`config.mk`:
```
export PLATFORM = sky130hd
export DESIGN_NAME = tsb_lane
export DESIGN_NICKNAME = d
export VERILOG_FILES = /design/src/rtl/tsb_pkg.sv /design/src/rtl/tsb_lane.sv
export SDC_FILE = /design/constraint.sdc
export NUM_CORES = 1
export LEC_CHECK = 0
export BUFFER_PORTS_ARGS = -buffer_cell sky130_fd_sc_hd__buf_2
export CAP_MARGIN = 0
export CELL_PAD_IN_SITES_DETAIL_PLACEMENT = 0
export CELL_PAD_IN_SITES_GLOBAL_PLACEMENT = 2
export CORE_UTILIZATION = 27
export DETAILED_ROUTE_END_ITERATION = 10
export PLACE_DENSITY = 0.89
export SKIP_LAST_GASP = 1
export SLEW_MARGIN = 40
export SYNTH_ARGS = -nofsm -noshare
export SYNTH_HDL_FRONTEND = slang
export SYNTH_SLANG_ARGS = --single-unit
export TNS_END_PERCENT = 5
```
`constraint.sdc`:
```
create_clock -name vclk -period 4
set_input_delay 0.8 -clock vclk [all_inputs]
set_output_delay 0.8 -clock vclk [all_outputs]
set_load 0.01 [all_outputs]
```
`src/rtl/tsb_pkg.sv`:
```
// Shared constants, codes and types of the tile slice blitter.
package tsb_pkg;

    localparam int CANVAS_WIDTH  = 256;
    localparam int CANVAS_HEIGHT = 128;
    localparam int ROW_BYTES     = (CANVAS_WIDTH + 7) / 8;
    localparam int STORE_BYTES   = ROW_BYTES * CANVAS_HEIGHT;
    localparam int ADDR_W        = $clog2(STORE_BYTES);
    localparam int PXW           = 12;
    localparam int LANES         = 8;

    typedef enum logic [1:0] {
        ACT_DRAW         = 2'd0,
        ACT_MASKED_WRITE = 2'd1,
        ACT_READ         = 2'd2,
        ACT_CLEAR        = 2'd3
    } action_t;

    localparam logic [1:0] REG_SLICE_WIDTH  = 2'd0;
    localparam logic [1:0] REG_SLICE_HEIGHT = 2'd1;
    localparam logic [1:0] REG_SLICE_MODE   = 2'd2;

    localparam logic [1:0] MODE_1BPP = 2'd1;
    localparam logic [1:0] MODE_2BPP = 2'd2;

    typedef struct packed {
        logic           en;
        logic           color;
        logic [PXW-1:0] px;
    } lane_t;

    typedef struct packed {
        logic [ADDR_W-1:0] addr0;
        logic [ADDR_W-1:0] addr1;
        logic [7:0]        mask0;
        logic [7:0]        val0;
        logic [7:0]        mask1;
        logic [7:0]        val1;
        logic              rd_sel;
    } plan_t;

endpackage

```
`src/rtl/tsb_lane.sv`:
```
// One pixel lane: column, clipping and color of one pixel of a source byte.
module tsb_lane (
    input  logic [2:0]          lane_idx,
    input  logic [1:0]          mode,
    input  logic [7:0]          width,
    input  logic [5:0]          source_byte,
    input  logic [7:0]          data,
    input  logic signed [8:0]   origin_x,
    input  logic                row_ok,
    output tsb_pkg::lane_t      lane
);

    logic [8:0]              col;
    logic                    draw;
    logic                    color;
    logic                    px_ok;
    logic [1:0]              pair;
    logic [tsb_pkg::PXW-1:0] px;

    always_comb begin
        pair = 2'(data >> {~lane_idx[1:0], 1'b0});
        case (mode)
            tsb_pkg::MODE_1BPP: begin
                col   = {source_byte, 3'b000} + 9'(lane_idx);
                draw  = 1'b1;
                color = data[~lane_idx];
            end
            tsb_pkg::MODE_2BPP: begin
                col   = {1'b0, source_byte, 2'b00} + 9'(lane_idx[1:0]);
                draw  = !lane_idx[2] && !pair[1];
                color = pair[0];
            end
            default: begin
                col   = {source_byte, 3'b000} + 9'(lane_idx);
                draw  = 1'b0;
                color = 1'b0;
            end
        endcase
        px    = tsb_pkg::PXW'(origin_x) + tsb_pkg::PXW'(col);
        px_ok = !px[tsb_pkg::PXW-1] &&
                (px[tsb_pkg::PXW-2:0] < (tsb_pkg::PXW-1)'(tsb_pkg::CANVAS_WIDTH));
        lane.en    = row_ok && draw && (col < {1'b0, width}) && px_ok;
        lane.color = color;
        lane.px    = px;
    end

endmodule

```
==> reports/results.ini <==
[status]
status = complete, no violations

[detailed_routing]
routed_via_density = 4.82
drtIter0Drc = 30
ant_nets = 0
drt-wirelength-per-cell_um = 12.3
vias = 1037
wirelength_mm = 2.64
drc_errors = 0
drt-pass1-iter-count = 4

[clock_tree]
cts_hold_buffers = 0

[floorplan]
core_um2 = 3420
start_util_pct = 28.8
row_count = 21
die_y_um = 62.4
fp.dieArea_um2 = 3890
dieWidth_um = 62.4
io_pins = 51

[sta]
fin_tns_setup_ns = 0
slew_headroom_pct = 73.3
worst_slew_pin_slew_ns = 0.399
setup_viol_count_final = 0
timing.fmax_ghz = 0.257
period_share_pct = 97.4
period_minus_slack_ns = 3.90
drv_slew = 0
finalHoldViolCount = 0

[setup_path]
cp.required_ns = 3.20
cp_num_buf_inv = 3
end_kind = output pin
critical_path.max_stage_delay_ns = 0.37
path_max_fanout = 7
setup.worst_path.start_class = input port
slowest_stage = mux2_2
crit_chain = buf_2 > inv_1 > ha_4 > mux2_2 > ha_1 > and3_4 > a2111oi_4 > o22ai_1 > xor2_1 > a2111oi_4 > buf_2
critPathArrivalTime_ns = 3.10
worstSetupPathType = input port to output pin
crit_family = compound AO/OA/AOI/OAI gates

[logic_synthesis]
synth_cells = 108
synth_nets = 165
yosys_warnings = 0
netlist_area_um2 = 985
synth_cell_types = 43
seq_area_frac_synth_pct = 0
synth_area_per_cell_um2 = 9.12

[global_routing]
grt_pass1_vias = 1029
grt_usage_pct = 13.5
overflow = 0
antenna_found_initial = 0
grt_first_pass_wirelength_mm = 4.42
grt_max_degree = 8

[final_layout]
fin_nets = 228
layout-drive-gt1-share_pct = 54.4
areaGrowthSynthToFinish_pct = 49.0
seq_cells = 0
multi_input_area_um2 = 1020
ff_latch_area_um2 = 0
fillers = 358
diodes = 0
utilization_pct = 43.0
n_clock_buffer = 0

[flow_run]
drv_cap = 0

[pwr]
p_leak_nw = 0.722
peakVddDrop_mv = 0.0458
power_density_nw_per_um2 = 166

[placed_design]
place_hpwl_mm = 2.30
gp_congestion = 0.780
placement.io_buffers = 51

[worst_hold_path]
holdCritPathClass = input port to output pin

-- layer usage --
metal  GRT usage, %  part of all wire (%)
met1           18.3                    48
met2           24.2                    46
met3           1.46                   5.6
met4              0                     0
met5              0                     0
-- per-stage QoR --
stage,hold WS [ns],instance area [µm²],setup slack (ns),total power [W],instances
after CTS,1.90,1390,0.00119,0.000228,215
final,1.89,1470,0.104,0.000244,215
after global placement,1.90,1370,-0.0613,0.000221,214
after floorplan,1.72,985,0.163,0.000138,108
after detailed placement,1.90,1370,-0.121,0.000223,214
after global routing,1.92,1470,-0.0107,0.000268,215
-- report_power, final --
group          internal, W  switching (W)  leakage (nW)
clock network            0              0             0
registers                0              0             0
logic             0.000126       0.000118         0.722
total             0.000126       0.000118         0.722
-- placed cells by master, fill, tap and decap left out, drive strengths merged, types with 2 or more instances in the layout --
cell type  instances
mux4               4
o211ai             2
nand2              5
ha                19
o21bai             2
xor2               4
nor2b              2
nor2               5
and2               2
inv               11
a2111oi            2
buf               64
and3               2
nor3b              2
o21ai              5
a21oi              6
xnor2              3
mux2               7
a21o               4
a211oi             2
-- cell usage after synthesis --
master / count / share of area [%]
ha_1: 19 / 24
inv_1: 11 / 4.2
mux2_2: 7 / 8.0
a21oi_1: 6 / 3.0
nand2_1: 5 / 1.9
nor2_1: 5 / 1.9
a21o_1: 4 / 3.0
xor2_1: 4 / 3.6
mux4_1: 3 / 8.0
xnor2_1: 3 / 2.7
a2111oi_4: 2 / 5.6
a211oi_1: 2 / 1.5
and2_1: 2 / 1.3
buf_4: 2 / 1.5
nor2b_1: 2 / 1.3
o211ai_1: 2 / 1.5
o21ai_0: 2 / 1.0
o21bai_1: 2 / 1.5
a221o_2: 1 / 1.1
a22oi_1: 1 / 0.76
a31oi_1: 1 / 0.64
and2b_2: 1 / 0.89
and3_1: 1 / 0.64
and3_4: 1 / 1.1
buf_2: 1 / 0.51
fa_1: 1 / 2.0
mux2i_1: 1 / 1.0
mux4_2: 1 / 2.3
nand2b_1: 1 / 0.64
nand3_1: 1 / 0.51
nand4bb_1: 1 / 1.1
nor3_1: 1 / 0.51
nor3b_1: 1 / 0.76
nor3b_2: 1 / 1.3
nor4b_1: 1 / 0.89
o21a_2: 1 / 0.89
o21ai_1: 1 / 0.51
o21ai_2: 1 / 0.89
o21ai_4: 1 / 1.7
o22ai_1: 1 / 0.64
o311a_1: 1 / 1.0
or3b_1: 1 / 0.89
or4b_1: 1 / 1.0
-- logic make-up after synthesis --
family	after synthesis	share of synthesized area [%]
buffers and inverters	14	6.23
AND/OR/NAND/NOR	26	16.6
AO/OA/AOI/OAI	29	25.4
multiplexers	12	19.3
XOR/XNOR	7	6.23
adder cells (fa/ha/maj)	20	26.2
-- worst paths after layout --
kind	start	endpoint	slack, ns	cells past startpoint
hold / removal	origin_x[0]	lane[0]	1.89	3
setup / recovery	mode[0]	lane[13]	0.10	11
-- repair_timing --
item,CTS,global route
resized for setup,3,11
setup endpoints to repair,4,4
setup buffers,1,0
pin swaps,1,7
-- cell type report --
class | instances | area share, %
timing repair buffer | 64 | 24.0
inverter | 11 | 2.81
multi-input combinational | 94 | 69.2
tap | 46 | 3.92
No activity file was read; power rests on OpenSTA's default activity.
