===== src/rtl/tsb_pkg.sv =====
// Shared constants, codes and types of the tile slice blitter.
package tsb_pkg;

    localparam int CANVAS_WIDTH  = 256;
    localparam int CANVAS_HEIGHT = 128;
    localparam int ROW_BYTES     = (CANVAS_WIDTH + 7) / 8;
    localparam int STORE_BYTES   = ROW_BYTES * CANVAS_HEIGHT;
    localparam int ADDR_W        = $clog2(STORE_BYTES);
    localparam int PXW           = 12;
    localparam int LANES         = 8;

    typedef enum logic [1:0] {
        ACT_DRAW         = 2'd0,
        ACT_MASKED_WRITE = 2'd1,
        ACT_READ         = 2'd2,
        ACT_CLEAR        = 2'd3
    } action_t;

    localparam logic [1:0] REG_SLICE_WIDTH  = 2'd0;
    localparam logic [1:0] REG_SLICE_HEIGHT = 2'd1;
    localparam logic [1:0] REG_SLICE_MODE   = 2'd2;

    localparam logic [1:0] MODE_1BPP = 2'd1;
    localparam logic [1:0] MODE_2BPP = 2'd2;

    typedef struct packed {
        logic           en;
        logic           color;
        logic [PXW-1:0] px;
    } lane_t;

    typedef struct packed {
        logic [ADDR_W-1:0] addr0;
        logic [ADDR_W-1:0] addr1;
        logic [7:0]        mask0;
        logic [7:0]        val0;
        logic [7:0]        mask1;
        logic [7:0]        val1;
        logic              rd_sel;
    } plan_t;

endpackage


===== src/rtl/tsb_merge.sv =====
// Merges the pixel lanes into masks and values for two adjacent canvas bytes.
module tsb_merge (
    input  tsb_pkg::lane_t              lanes [tsb_pkg::LANES],
    input  logic [tsb_pkg::ADDR_W-1:0]  row_base,
    output tsb_pkg::plan_t              plan
);

    logic [tsb_pkg::PXW-4:0] bx0;
    logic [15:0]             wmask;
    logic [15:0]             wval;
    logic [3:0]              pos;

    always_comb begin
        bx0   = lanes[0].px[tsb_pkg::PXW-1:3];
        wmask = '0;
        wval  = '0;
        pos   = '0;
        for (int i = 0; i < tsb_pkg::LANES; i++) begin
            if (lanes[i].en) begin
                pos = {lanes[i].px[tsb_pkg::PXW-1:3] != bx0, lanes[i].px[2:0]};
                wmask[4'd15 - pos] = 1'b1;
                wval[4'd15 - pos]  = lanes[i].color;
            end
        end
        plan.addr0  = row_base + tsb_pkg::ADDR_W'($signed(bx0));
        plan.addr1  = plan.addr0 + tsb_pkg::ADDR_W'(1);
        plan.mask0  = wmask[15:8];
        plan.val0   = wval[15:8];
        plan.mask1  = wmask[7:0];
        plan.val1   = wval[7:0];
        plan.rd_sel = 1'b0;
    end

endmodule


===== config.mk =====
export PLATFORM = sky130hd
export DESIGN_NAME = tsb_merge
export DESIGN_NICKNAME = d
export VERILOG_FILES = /design/src/rtl/tsb_pkg.sv /design/src/rtl/tsb_merge.sv
export SDC_FILE = /design/constraint.sdc
export NUM_CORES = 1
export LEC_CHECK = 0
export BUFFER_PORTS_ARGS = -buffer_cell sky130_fd_sc_hd__buf_2
export CELL_PAD_IN_SITES_DETAIL_PLACEMENT = 1
export CELL_PAD_IN_SITES_GLOBAL_PLACEMENT = 2
export CORE_AREA = 2 2 132 134
export DETAILED_ROUTE_END_ITERATION = 8
export DIE_AREA = 0 0 134 136
export GPL_TIMING_DRIVEN = 0
export PLACE_DENSITY = 0.87
export SLEW_MARGIN = 20
export SYNTH_ARGS = -nofsm -noshare
export SYNTH_HDL_FRONTEND = slang
export SYNTH_SLANG_ARGS = --single-unit

===== constraint.sdc =====
create_clock -name vclk -period 3.55
set_input_delay 0.5325 -clock vclk [all_inputs]
set_output_delay 0.5325 -clock vclk [all_outputs]
set_load 0.01 [all_outputs]

==> flow_metrics.py, run 1 <==
metrics = {
    "finish": {
        "area_growth_pct": 41.29,
        "design.seq.count": 0,
        "drive_gt1_share_pct": 34.96,
        "regArea_um2": 0,
        "fin_area_mm2": 0.005844,
        "num_antenna_cells": 0,
        "n_clock_buffer": 0,
        "nets": 977,
    },
    "placement": {
        "place_hpwl_um": 18330,
        "dpl-instance-area_mm2": 0.005320,
        "port-buffer-count": 178,
        "gp_congestion": 0.9662,
        "dp_worst_setup_slack_ps": -422.4,
    },
    "sta": {
        "fmax_mhz": 287.7,
        "timing.final.ws_setup_ps": 73.98,
        "fin_hold_ws_ps": 1395,
        "period_minus_slack_ps": 3476,
        "worst_pin_slew_ps": 909.8,
        "report.final.setup_viol": 0,
        "hold_viol": 0,
        "fin_crit_sh_pct": 97.92,
        "drv_slew": 0,
        "maxSlewHeadroom_pct": 39.21,
        "rsz0062_at_grt": "true",
    },
    "grt": {
        "antenna_found_initial": 0,
        "grt_max_degree": 11,
        "grt_overflow": 0,
        "grt_pass1_wl_um": 32710,
        "grt_usage_pct": 22.99,
        "grt_pass1_vias": 5915,
    },
    "synthesis": {
        "synth_cells": 639,
        "ys_top_cells_by_count": "69 x nand2_1, 63 x nor2_1, 51 x nand3_1",
        "syn_nets": 776,
        "seq_area_frac_synth_pct": 0,
        "synth_top_area_cell": "xor2_1",
        "synth_area_leaders": "xor2_1 9.1%, xnor2_1 8.5%, nand2_1 6.3%",
        "yosysWarnings": 0,
        "post-synth-top-count-cell": "nand2_1",
        "yosys.area.top_type_share_pct": 9.105,
        "synth_area_mm2": 0.004136,
        "yosys.cell_types.count": 71,
        "synth_area_per_cell_um2": 6.473,
    },
    "power": {
        "netSwitchingFraction_pct": 58.12,
        "power.internal_uw": 337.0,
        "switchingPower_uw": 467.6,
        "power.total_uw": 804.6,
        "p_per_area_mw_per_mm2": 137.7,
        "power.leakage_nw": 2.480,
        "seqPwrFrac_pct": 0,
        "peakVddDrop_mv": 0.1059,
        "power_frac_comb_pct": 100.0,
        "clock_power_share_pct": 0,
    },
    "floorplanning": {
        "initial_core_util_pct": 24.51,
        "dieArea_mm2": 0.01822,
        "die_w_um": 134,
        "io_pins": 181,
        "fp.coreArea_mm2": 0.01688,
        "die_h_um": 136,
        "rows": 48,
    },
    "setup_path": {
        "endpoint_kind": "output pin",
        "crit_arrival_ps": 2940,
        "start_kind": "input port",
        "crit_slowest_cell": "fa_2",
        "cp_slowest_stage_delay_ps": 390,
        "critPathKind": "input port to output pin",
        "path_cells": "buf_8 -> ha_4 -> fa_2 -> a211oi_4 -> buf_4 -> o21bai_1 -> a21oi_2 -> xnor2_2 -> nand2_2 -> nor4_4 -> nand2_1 -> xnor2_2 -> buf_2",
        "critPathBufInv": 3,
        "crit_path_frequent_cell": "xnor2_2",
        "crit_fanout": 3,
        "cp_top_family": "adder cells",
        "critPathRequiredTime_ps": 3020,
    },
    "status": {
        "status": "finished, final reports clean",
    },
    "hold_path": {
        "hp-class": "input port to output pin",
    },
    "detailed_routing": {
        "routed_via_density": 5.588,
        "top_layer": "met4",
        "remaining_drc_errors": 0,
        "drt_wl_total_um": 22180,
        "wl_met2_um": 10840,
        "wl_met3_um": 1476,
        "drt-initial-drc-count": 313,
        "wl_met1_um": 9304,
        "wl_per_cell_um": 20.87,
        "drtAntennaViolNets": 0,
        "dr.pass1.iters": 5,
        "vias": 5940,
    },
    "cts": {
        "holdBufCountCts": 0,
    },
    "run": {
        "drv_cap": 0,
    },
}
per-stage QoR:
stage,instances,setup TNS [ps],utilization (%)
after CTS,1050,-83.04,32.54
after global routing,1063,-154.7,34.63
final,1063,0,34.63
after floorplan,639,0,-
after detailed placement,1042,-1758,31.52
after global placement,1042,-1867,31.46
tightest hold or removal path, cell delays in order:
cell and delay (ps):
buf_6 80, ha_4 130, buf_2 120
layout make-up:
| class | instances | area, um^2 |
|---|---|---|
| inverters | 7 | 26.28 |
| repair buffers | 200 | 1072 |
| well taps | 225 | 281.5 |
| plain buffers | 32 | 227.7 |
| multi-input cells | 599 | 4237 |
| fillers | 2218 | 11030 |
cells in the final DEF (no fill, tap or decap), drive strengths merged, types with 4 or more instances in the layout:
cell,Yosys,final
buf,20,217
nand2,69,69
nor2,63,63
nand3,51,51
xor2,43,43
xnor2,40,40
nor3,33,33
a21oi,24,24
o21ai,23,23
and3,17,17
nand4,16,16
o22ai,15,15
clkbuf,13,15
nor3b,12,12
ha,12,12
nand3b,11,11
mux2i,11,11
o211ai,10,10
a211oi,10,10
or3,9,9
nand2b,8,8
a311oi,8,8
nor4,8,8
inv,7,7
a31oi,7,7
mux2,7,7
or2,6,6
o21bai,6,6
or3b,6,6
a22oi,6,6
and3b,5,5
nor2b,5,5
or4,4,4
o22a,4,4
and2,4,4
power by group through the flow:
stage / combinational, mW / clock (mW) / sequential [mW]
global placement: 0.691 / 0 / 0
floorplan: 0.399 / 0 / 0
finish: 0.805 / 0 / 0
detailed placement: 0.694 / 0 / 0
CTS: 0.733 / 0 / 0
global route: 0.871 / 0 / 0
repair_timing:
item | in CTS | in global routing
buffers inserted | 8 | 14
resized for setup | 22 | 63
pin swaps | 8 | 31
endpoints found under the setup margin | 14 | 19
worst paths after layout:
check,startpoint,slack (ps),endpoint,cells after the start
max,lanes[101],70,plan[43],13
min,row_base[0],1390,plan[45],3
layer usage:
| layer | GRT usage, % | vias to the layer above |
|---|---|---|
| met4 | 5.083 | 0 |
| met2 | 41.88 | 262 |
| met3 | 2.685 | 32 |
| li1 | - | 2804 |
| met1 | 28.97 | 2842 |
| met5 | 0 | - |
kinds of logic (layout without fill, tap and decap cells):
logic type	count (synthesis)	count (layout)	share of synthesized area [%]
XOR/XNOR	83	83	17.57
AND/OR/NAND/NOR	334	334	42.86
multiplexers	18	18	4.568
buffers and inverters	40	239	5.566
AO/OA/AOI/OAI	150	150	25.23
other	1	1	0.09066
adder cells (fa/ha/maj)	13	13	4.114
(Power assumes the default switching activity.)
==> run 2: changes to the inputs <==
--- a/config.mk
+++ b/config.mk
@@ -8,9 +8,9 @@
 export BUFFER_PORTS_ARGS = -buffer_cell sky130_fd_sc_hd__buf_2
 export CELL_PAD_IN_SITES_DETAIL_PLACEMENT = 1
 export CELL_PAD_IN_SITES_GLOBAL_PLACEMENT = 2
-export CORE_AREA = 2 2 132 134
+export CORE_AREA = 4 4 134 136
 export DETAILED_ROUTE_END_ITERATION = 8
-export DIE_AREA = 0 0 134 136
+export DIE_AREA = 0 0 138 140
 export GPL_TIMING_DRIVEN = 0
 export PLACE_DENSITY = 0.87
 export SLEW_MARGIN = 20
==> flow_metrics.py, run 2 (synthesized netlist as in run 1, its figures left out) <==
metrics = {
    "sta": {
        "timing.final.ws_setup_ps": 5.807,
        "worst_pin_slew_ps": 1051,
        "drv_slew": 0,
        "maxSlewHeadroom_pct": 29.75,
        "period_minus_slack_ps": 3544,
        "rsz0062_at_grt": "true",
        "fin_hold_ws_ps": 1403,
        "fin_crit_sh_pct": 99.84,
        "hold_viol": 0,
        "report.final.setup_viol": 0,
        "fmax_mhz": 282.2,
    },
    "detailed_routing": {
        "vias": 6014,
        "wl_per_cell_um": 22.42,
        "remaining_drc_errors": 0,
        "drt_wl_total_um": 23720,
        "routed_via_density": 5.684,
        "dr.pass1.iters": 5,
        "drtAntennaViolNets": 0,
        "drt-initial-drc-count": 349,
    },
    "grt": {
        "grt_pass1_wl_um": 34460,
        "grt_usage_pct": 22.12,
        "grt.busiest_layer": "met2",
        "grt_pass1_vias": 6082,
        "antenna_found_initial": 0,
        "use_met3_pct": 3.448,
        "grt_overflow": 0,
        "globalRouteMet2Util_pct": 39.98,
        "grt_max_degree": 11,
        "met1_usage_pct": 27.45,
    },
    "setup_path": {
        "crit_end": "plan[43]",
        "cp_top_family": "compound AO/OA/AOI/OAI gates",
        "endpoint_kind": "output pin",
        "critical_path.startpoint": "lanes[102]",
        "crit_slowest_cell": "a2111oi_0",
        "critPathKind": "input port to output pin",
        "critPathRequiredTime_ps": 3020,
        "cp.depth": 11,
        "crit_arrival_ps": 3010,
        "start_kind": "input port",
        "path_cells": "buf_2 -> ha_1 -> a211oi_2 -> o21bai_1 -> a2111oi_0 -> a21oi_1 -> xnor2_2 -> nor4_4 -> nand2_1 -> xnor2_1 -> buf_2",
        "crit_path_frequent_cell": "buf_2",
        "critPathBufInv": 2,
        "cp_slowest_stage_delay_ps": 490,
        "crit_fanout": 5,
    },
    "floorplanning": {
        "die_w_um": 138,
        "rows": 48,
        "die_h_um": 140,
        "initial_core_util_pct": 24.42,
        "fp.coreArea_mm2": 0.01694,
        "io_pins": 181,
        "dieArea_mm2": 0.01932,
    },
    "status": {
        "status": "finished, final reports clean",
    },
    "finish": {
        "instances_no_fill": 1058,
        "nets": 972,
        "mostFrequentLayoutCell": "buf_2",
        "area_growth_pct": 42.50,
        "drive_gt1_share_pct": 35.17,
        "regArea_um2": 0,
        "design.seq.count": 0,
        "fin_area_mm2": 0.005894,
        "num_antenna_cells": 0,
        "final_cell_mix": "178 x buf_2, 67 x nand2_1, 59 x nor2_1, 46 x nand3_1, 42 x xor2_1",
        "n_clock_buffer": 0,
    },
    "placement": {
        "port-buffer-count": 178,
        "dpl-instance-area_mm2": 0.005320,
        "gp_congestion": 0.9315,
        "place_hpwl_um": 19220,
        "dp_cells": 1042,
        "dp_worst_setup_slack_ps": -386.5,
    },
    "power": {
        "power.leakage_nw": 2.486,
        "p_per_area_mw_per_mm2": 138.4,
        "peakVddDrop_mv": 0.1385,
    },
    "hold_path": {
        "hp-class": "input port to output pin",
    },
    "cts": {
        "holdBufCountCts": 0,
    },
    "run": {
        "drv_cap": 0,
    },
}
==> run 2: layout make-up <==
| class | instances | area (um^2) |
|---|---|---|
| fill | 2210 | 11040 |
| multi-input combinational | 599 | 4319 |
| buffer | 31 | 225.2 |
| timing repair buffer | 196 | 1042 |
| inverter | 7 | 26.28 |
| tap | 225 | 281.5 |
==> run 2: worst min-delay path, stage by stage <==
cell and delay (ps):
buf_8 80, ha_4 130, buf_2 120
==> run 2: routing by layer <==
metal / vias up / part of all wire, %
li1: 2792 / -
met1: 2906 / 42
met2: 273 / 49
met3: 43 / 6.3
met4: 0 / 3.3
met5: - / 0
==> run 2: how the worst min path moves through the flow <==
stage,startpoint,to,slack (ps),depth (start not counted)
finish,lanes[101],plan[45],1400,3
global route,lanes[101],plan[45],1420,3
CTS,row_base[0],plan[45],1450,3
detailed placement,row_base[0],plan[45],1450,3
global placement,row_base[0],plan[45],1450,3
floorplan,lanes[99],plan[30],1240,2
==> run 2: repair_timing <==
| item | in CTS | in global routing |
|---|---|---|
| gates resized for setup | 13 | 79 |
| cloned | 0 | 1 |
| setup buffers | 5 | 12 |
| setup endpoints to repair | 17 | 22 |
| pin swaps | 4 | 37 |
==> run 2: through the flow <==
step	TNS, ps	utilization, %	power [mW]
final	0	34.80	0.8160
after global routing	-442.4	34.80	0.8817
after CTS	-56.89	32.04	0.7210
after detailed placement	-1573	31.41	0.6995
after global placement	-1517	31.35	0.6922
after floorplan	0	-	0.3991
==> run 2: report_power, final <==
part	switching (mW)	internal [mW]	total [mW]
clock	0	0	0
sequential	0	0	0
combinational	0.482	0.334	0.816
